**src/hdl/shd_pkg.sv**
```systemverilog
`timescale 1ns / 1ps
`default_nettype none

package shd_pkg;

    localparam int MAX_BINS_DEF = 32;
    localparam int DATA_W       = 32;
    localparam int FIELD_W      = 6;
    localparam int LIM_W        = 8;
    localparam int LIMIT_MIN    = 3;
    localparam logic [FIELD_W-1:0] LIMIT_RESET = 6'd32;
    localparam int PROD_W       = 2 * DATA_W;
    localparam int DIV_CNT_W    = 7;

    typedef enum logic [4:0] {
        ST_IDLE,
        ST_SRCH_RD,
        ST_SRCH_CHK,
        ST_INS_RD,
        ST_INS_WR,
        ST_LIM_CHK,
        ST_MS_LD,
        ST_MS_RD,
        ST_MS_CMP,
        ST_MG_RD0,
        ST_MG_LD0,
        ST_MG_RD1,
        ST_MG_LD1,
        ST_MUL,
        ST_DIV_INIT,
        ST_DIV,
        ST_MG_WR,
        ST_SH_RD,
        ST_SH_WR,
        ST_DONE,
        ST_DUMP_RD,
        ST_DUMP_OUT,
        ST_EMPTY
    } state_t;

    typedef enum logic [4:0] {
        OP_NONE,
        OP_START,
        OP_RD_IDX,
        OP_SRCH_NEXT,
        OP_UPD,
        OP_INS_INIT,
        OP_RD_IDXM1,
        OP_INS_WR,
        OP_INS_NEW,
        OP_MS_INIT,
        OP_MS_LD,
        OP_MS_CMP,
        OP_RD_BEST,
        OP_LD_LO,
        OP_RD_BESTP1,
        OP_LD_HI,
        OP_MUL,
        OP_DIV_INIT,
        OP_DIV_STEP,
        OP_MG_WR,
        OP_RD_IDXP1,
        OP_SH_WR,
        OP_SH_END,
        OP_DUMP_INIT,
        OP_DUMP_OUT,
        OP_EMIT_ADD,
        OP_EMIT_EMPTY
    } dp_op_t;

    typedef struct packed {
        logic idx_eq_n;
        logic idx_eq_pos;
        logic rd_lt_pt;
        logic rd_eq_pt;
        logic over_limit;
        logic ms_last;
        logic div_done;
        logic sh_end;
        logic dump_last;
        logic n_zero;
    } dp_status_t;

endpackage

`default_nettype wire

```
**src/hdl/shd_ctrl.sv**
```systemverilog
`timescale 1ns / 1ps
`default_nettype none

module shd_ctrl (
    input  wire logic               clk,
    input  wire logic               rst_n,
    input  wire logic               start,
    input  wire logic               cmd,
    input  wire shd_pkg::dp_status_t status,
    output shd_pkg::dp_op_t          op,
    output logic                    busy
);

    shd_pkg::state_t state_reg;
    shd_pkg::state_t state_next;

    always_ff @(posedge clk or negedge rst_n)
    begin
        if (!rst_n)
        begin
            state_reg <= shd_pkg::ST_IDLE;
        end
        else
        begin
            state_reg <= state_next;
        end
    end

    always_comb
    begin
        state_next = state_reg;
        unique case (state_reg)
            shd_pkg::ST_IDLE:
            begin
                if (start)
                begin
                    if (!cmd)
                        state_next = shd_pkg::ST_SRCH_RD;
                    else if (status.n_zero)
                        state_next = shd_pkg::ST_EMPTY;
                    else
                        state_next = shd_pkg::ST_DUMP_RD;
                end
            end
            shd_pkg::ST_SRCH_RD:
                state_next = status.idx_eq_n ? shd_pkg::ST_INS_RD : shd_pkg::ST_SRCH_CHK;
            shd_pkg::ST_SRCH_CHK:
            begin
                priority if (status.rd_lt_pt)
                    state_next = shd_pkg::ST_SRCH_RD;
                else if (status.rd_eq_pt)
                    state_next = shd_pkg::ST_LIM_CHK;
                else
                    state_next = shd_pkg::ST_INS_RD;
            end
            shd_pkg::ST_INS_RD:
                state_next = status.idx_eq_pos ? shd_pkg::ST_LIM_CHK : shd_pkg::ST_INS_WR;
            shd_pkg::ST_INS_WR:
                state_next = shd_pkg::ST_INS_RD;
            shd_pkg::ST_LIM_CHK:
                state_next = status.over_limit ? shd_pkg::ST_MS_LD : shd_pkg::ST_DONE;
            shd_pkg::ST_MS_LD:
                state_next = shd_pkg::ST_MS_RD;
            shd_pkg::ST_MS_RD:
                state_next = shd_pkg::ST_MS_CMP;
            shd_pkg::ST_MS_CMP:
                state_next = status.ms_last ? shd_pkg::ST_MG_RD0 : shd_pkg::ST_MS_RD;
            shd_pkg::ST_MG_RD0:
                state_next = shd_pkg::ST_MG_LD0;
            shd_pkg::ST_MG_LD0:
                state_next = shd_pkg::ST_MG_RD1;
            shd_pkg::ST_MG_RD1:
                state_next = shd_pkg::ST_MG_LD1;
            shd_pkg::ST_MG_LD1:
                state_next = shd_pkg::ST_MUL;
            shd_pkg::ST_MUL:
                state_next = shd_pkg::ST_DIV_INIT;
            shd_pkg::ST_DIV_INIT:
                state_next = shd_pkg::ST_DIV;
            shd_pkg::ST_DIV:
                state_next = status.div_done ? shd_pkg::ST_MG_WR : shd_pkg::ST_DIV;
            shd_pkg::ST_MG_WR:
                state_next = shd_pkg::ST_SH_RD;
            shd_pkg::ST_SH_RD:
                state_next = status.sh_end ? shd_pkg::ST_DONE : shd_pkg::ST_SH_WR;
            shd_pkg::ST_SH_WR:
                state_next = shd_pkg::ST_SH_RD;
            shd_pkg::ST_DONE:
                state_next = shd_pkg::ST_IDLE;
            shd_pkg::ST_DUMP_RD:
                state_next = shd_pkg::ST_DUMP_OUT;
            shd_pkg::ST_DUMP_OUT:
                state_next = status.dump_last ? shd_pkg::ST_IDLE : shd_pkg::ST_DUMP_RD;
            shd_pkg::ST_EMPTY:
                state_next = shd_pkg::ST_IDLE;
            default:
                state_next = shd_pkg::ST_IDLE;
        endcase
    end

    always_comb
    begin
        op   = shd_pkg::OP_NONE;
        busy = (state_reg != shd_pkg::ST_IDLE);
        unique case (state_reg)
            shd_pkg::ST_IDLE:
            begin
                if (start)
                    op = cmd ? shd_pkg::OP_DUMP_INIT : shd_pkg::OP_START;
            end
            shd_pkg::ST_SRCH_RD:
                op = status.idx_eq_n ? shd_pkg::OP_INS_INIT : shd_pkg::OP_RD_IDX;
            shd_pkg::ST_SRCH_CHK:
            begin
                priority if (status.rd_lt_pt)
                    op = shd_pkg::OP_SRCH_NEXT;
                else if (status.rd_eq_pt)
                    op = shd_pkg::OP_UPD;
                else
                    op = shd_pkg::OP_INS_INIT;
            end
            shd_pkg::ST_INS_RD:
                op = status.idx_eq_pos ? shd_pkg::OP_INS_NEW : shd_pkg::OP_RD_IDXM1;
            shd_pkg::ST_INS_WR:  op = shd_pkg::OP_INS_WR;
            shd_pkg::ST_LIM_CHK:
                op = status.over_limit ? shd_pkg::OP_MS_INIT : shd_pkg::OP_NONE;
            shd_pkg::ST_MS_LD:   op = shd_pkg::OP_MS_LD;
            shd_pkg::ST_MS_RD:   op = shd_pkg::OP_RD_IDX;
            shd_pkg::ST_MS_CMP:  op = shd_pkg::OP_MS_CMP;
            shd_pkg::ST_MG_RD0:  op = shd_pkg::OP_RD_BEST;
            shd_pkg::ST_MG_LD0:  op = shd_pkg::OP_LD_LO;
            shd_pkg::ST_MG_RD1:  op = shd_pkg::OP_RD_BESTP1;
            shd_pkg::ST_MG_LD1:  op = shd_pkg::OP_LD_HI;
            shd_pkg::ST_MUL:     op = shd_pkg::OP_MUL;
            shd_pkg::ST_DIV_INIT: op = shd_pkg::OP_DIV_INIT;
            shd_pkg::ST_DIV:     op = shd_pkg::OP_DIV_STEP;
            shd_pkg::ST_MG_WR:   op = shd_pkg::OP_MG_WR;
            shd_pkg::ST_SH_RD:
                op = status.sh_end ? shd_pkg::OP_SH_END : shd_pkg::OP_RD_IDXP1;
            shd_pkg::ST_SH_WR:   op = shd_pkg::OP_SH_WR;
            shd_pkg::ST_DONE:    op = shd_pkg::OP_EMIT_ADD;
            shd_pkg::ST_DUMP_RD: op = shd_pkg::OP_RD_IDX;
            shd_pkg::ST_DUMP_OUT: op = shd_pkg::OP_DUMP_OUT;
            shd_pkg::ST_EMPTY:   op = shd_pkg::OP_EMIT_EMPTY;
            default:             op = shd_pkg::OP_NONE;
        endcase
    end

endmodule

`default_nettype wire

```
**config.mk**
```make
export PLATFORM = sky130hd
export DESIGN_NAME = shd_ctrl
export DESIGN_NICKNAME = d
export VERILOG_FILES = /design/src/hdl/shd_pkg.sv /design/src/hdl/shd_ctrl.sv
export SDC_FILE = /design/constraint.sdc
export NUM_CORES = 1
export LEC_CHECK = 0
export ABC_CLOCK_PERIOD_IN_PS = 2700
export BUFFER_PORTS_ARGS = -buffer_cell sky130_fd_sc_hd__buf_2
export CAP_MARGIN = 10
export CORE_MARGIN = 2
export CORE_UTILIZATION = 59
export CTS_BUF_LIST = sky130_fd_sc_hd__clkbuf_4
export CTS_CLUSTER_DIAMETER = 80
export DETAILED_ROUTE_END_ITERATION = 10
export GPL_TIMING_DRIVEN = 0
export PLACE_DENSITY_LB_ADDON = 0.2
export RECOVER_POWER = 50
export REMOVE_ABC_BUFFERS = 1
export SYNTH_ARGS = -nofsm -noshare
export SYNTH_HDL_FRONTEND = slang
export SYNTH_SLANG_ARGS = --single-unit
```
**constraint.sdc**
```tcl
create_clock -name clk -period 2.7 [get_ports clk]
set_clock_uncertainty 0.1 [all_clocks]
set_input_delay 0.81 -clock clk [delete_from_list [all_inputs] [get_ports clk]]
set_output_delay 0.81 -clock clk [all_outputs]
set_load 0.02 [all_outputs]
```
==> impl_metrics.yaml <==
placed_design:
  hpwlAfterDp_mm: 1.475
  gp_congestion: 0.8675
  io_buffer_count: 19
  placed_cell_area_um2: 887.1
  pre_cts_ws_ps: -199.4
grt:
  grt_pass1_vias: 875
  track_usage: 0.2736
  grt_pass1_wl_mm: 3.919
  antenna_found_initial: 0
  grt_start_max_net_pins: 30
  overflow: 0
synthesis:
  synthDominantCellAreaShare: 0.1449
  syn_area_per_cell_um2: 7.076
  yosysWarnings: 0
  synthesis.area_um2: 863.3
  async_flop_share: 1.000
  synthDistinctLibCells: 47
  yosys.cell_count.top_type: "a21oi_1"
  yosys_register_bits: 5
  synth_edf_count: 0
  synth_top_area_cell: "dfrtp_1"
  yosys-top-cells-count: "11 x a21oi_1, 10 x nor2_1, 10 x o21ai_0"
  synth_seq_area_share: 0.1449
  ys.flop_type: "dfrtp_1"
  synth_area_leaders: "dfrtp_1 14%, a21oi_1 6.4%, o21ai_0 5.8%, buf_6 5.2%, nor2_1 4.3%"
  netlist_instances: 122
detailed_routing:
  vias: 1167
  wl_met1_mm: 1.169
  dr.pass1.iters: 6
  wl_per_cell_um: 19.22
  met3_length_um: 422
  post-route-drc-count: 0
  drt_wl_total_mm: 3.152
  vias_per_cell: 7.116
  first_iter_violations: 91
  met2_length_mm: 1.434
  highest_layer: "met4"
  postRouteAntennaNets: 0
sta:
  hold_violations: 0
  report.final.slew_viol_count: 0
  max_freq_mhz: 365.7
  max_slew_margin: 0.7240
  rsz0062_at_grt: "true"
  timing.final.crit_share: 1.013
  finalSetupViolCount: 3
  fin_setup_tns_ps: -62.26
  worst_slack_ps: -34.71
  tightestPinTransition_ps: 414.0
  hold_ws_ps: 299.1
  period_minus_slack_ps: 2735
worst_setup_path:
  crit_type: "reg -> out"
  worstPathRequired_ps: 1790
  critPathSlowestCell: "dfrtp_4"
  cp_common_cell: "buf_4"
  cp_top_family: "flip-flops"
  worst_path_largest_cell_delay_ps: 540
  critical_path_buf_inv_count: 2
  worst_ep_arrival_time_ps: 1820
  path_cells: "or2b_1, buf_4, o21ai_0, a22oi_1, o221ai_1, buf_4"
  end_kind: "primary output"
  crit_fanout: 8
  cp-start-kind: "flop"
floorplan:
  rows: 13
  start_util: 0.6473
  dieHeight_um: 42.25
  coreArea_mm2: 0.001334
  dieArea_mm2: 0.001785
  die_w_um: 42.25
  ios: 20
status:
  status: "finished, violations left"
  violations: "setup timing"
finish:
  n_antenna_cell: 0
  fin_util: 0.8565
  syn2layout_area_growth_pct: 32.32
  largest_reg_flops: 5
  drive_gt1_frac: 0.4295
  final_cell_area_mm2: 0.001142
  final_nets: 164
power:
  p_leak_uw: 0.0004545
  ir_drop_uv: 918.1
  power_density_mw_per_mm2: 1389
cts:
  clock-root-buffer: "clkbuf_4"
  cts_tree: "yes"
  cts.clk_slew.worst_paths_ps: 50
  htreeDepth: 1
  cts.sinks: 5
  cts_buffers: 3
  cts_hold_buf: 0
  clock_latency_ps: 250
  clk_path_buf_depth: 2
worst_hold_path:
  min_path_type: "in -> async"
run:
  maxCapViolCount: 0
## worst reg2reg max path, stage by stage (launching register included)
cell and delay (ps):
dfrtp_4 580, buf_4 220, or4_1 540, a21o_1 200, a31oi_1 180
## path summary, 6_finish.rpt
path / start / endpoint / slack, ps / cells past startpoint
worst max-delay path: state_reg[0]$_DFFE_PN0P_ / op[3] / -30 / 6
worst min-delay path: rst_n / state_reg[3]$_DFFE_PN0P_ / 300 / 1
worst max register to register: state_reg[4]$_DFFE_PN0P_ / state_reg[4]$_DFFE_PN0P_ / 790 / 4
worst min register to register: state_reg[4]$_DFFE_PN0P_ / state_reg[2]$_DFFE_PN0P_ / 780 / 3
max in group asynchronous: rst_n / state_reg[1]$_DFFE_PN0P_ / 1960 / 1
min in group clk: state_reg[4]$_DFFE_PN0P_ / state_reg[2]$_DFFE_PN0P_ / 780 / 3
## where the power goes
part           leakage, uW  internal, uW  switching (uW)  total, uW
clock            0.0000184          66.3            37.0        103
combinational     0.000380           558             658       1220
sequential       0.0000560           128             139        267
total             0.000455           753             834       1590
## cell usage in the layout (no fill, tap or decap), types with 3 or more instances in the layout
master,synthesis,layout
buf_2,2,13
o21ai_0,10,9
a31oi_1,3,3
nand3_1,7,7
nor2_1,10,9
nor2b_1,6,5
or4_1,3,3
buf_4,2,19
nand2_1,4,4
clkbuf_4,0,4
nor3_1,4,3
dfrtp_4,0,4
a21oi_1,11,9
inv_1,5,3
## through the flow
step	cells	total power (uW)
floorplan	109	854.1
global placement	143	1063
detailed placement	143	1081
CTS	149	1238
global route	164	1684
finish	164	1586
## layer usage
| metal | GRT usage | up-vias |
|---|---|---|
| li1 | - | 522 |
| met1 | 0.3808 | 528 |
| met2 | 0.4369 | 98 |
| met3 | 0.01293 | 19 |
| met4 | 0.1125 | 0 |
| met5 | 0 | - |
## cell type report
cell class,count,area [um^2]
clock buffers,4,30.03
well taps,15,18.77
fillers,71,191.4
flip-flops and latches,5,141.4
repair buffers,36,251.5
multi-input cells,99,676.9
inverters,5,23.77
## cell families after synthesis
logic type             synth area share
AND/OR/NAND/NOR                  0.3247
AO/OA/AOI/OAI                    0.3797
multiplexers                    0.02464
flip-flops                       0.1449
buffers and inverters            0.1261
## what timing repair did
item,4_1_cts,5_1_grt
gates resized for setup,11,22
setup buffers,2,15
gates cloned,0,0
pin swaps,1,6
endpoints found under the setup margin,6,6
Power figures use the tool's default switching activity.
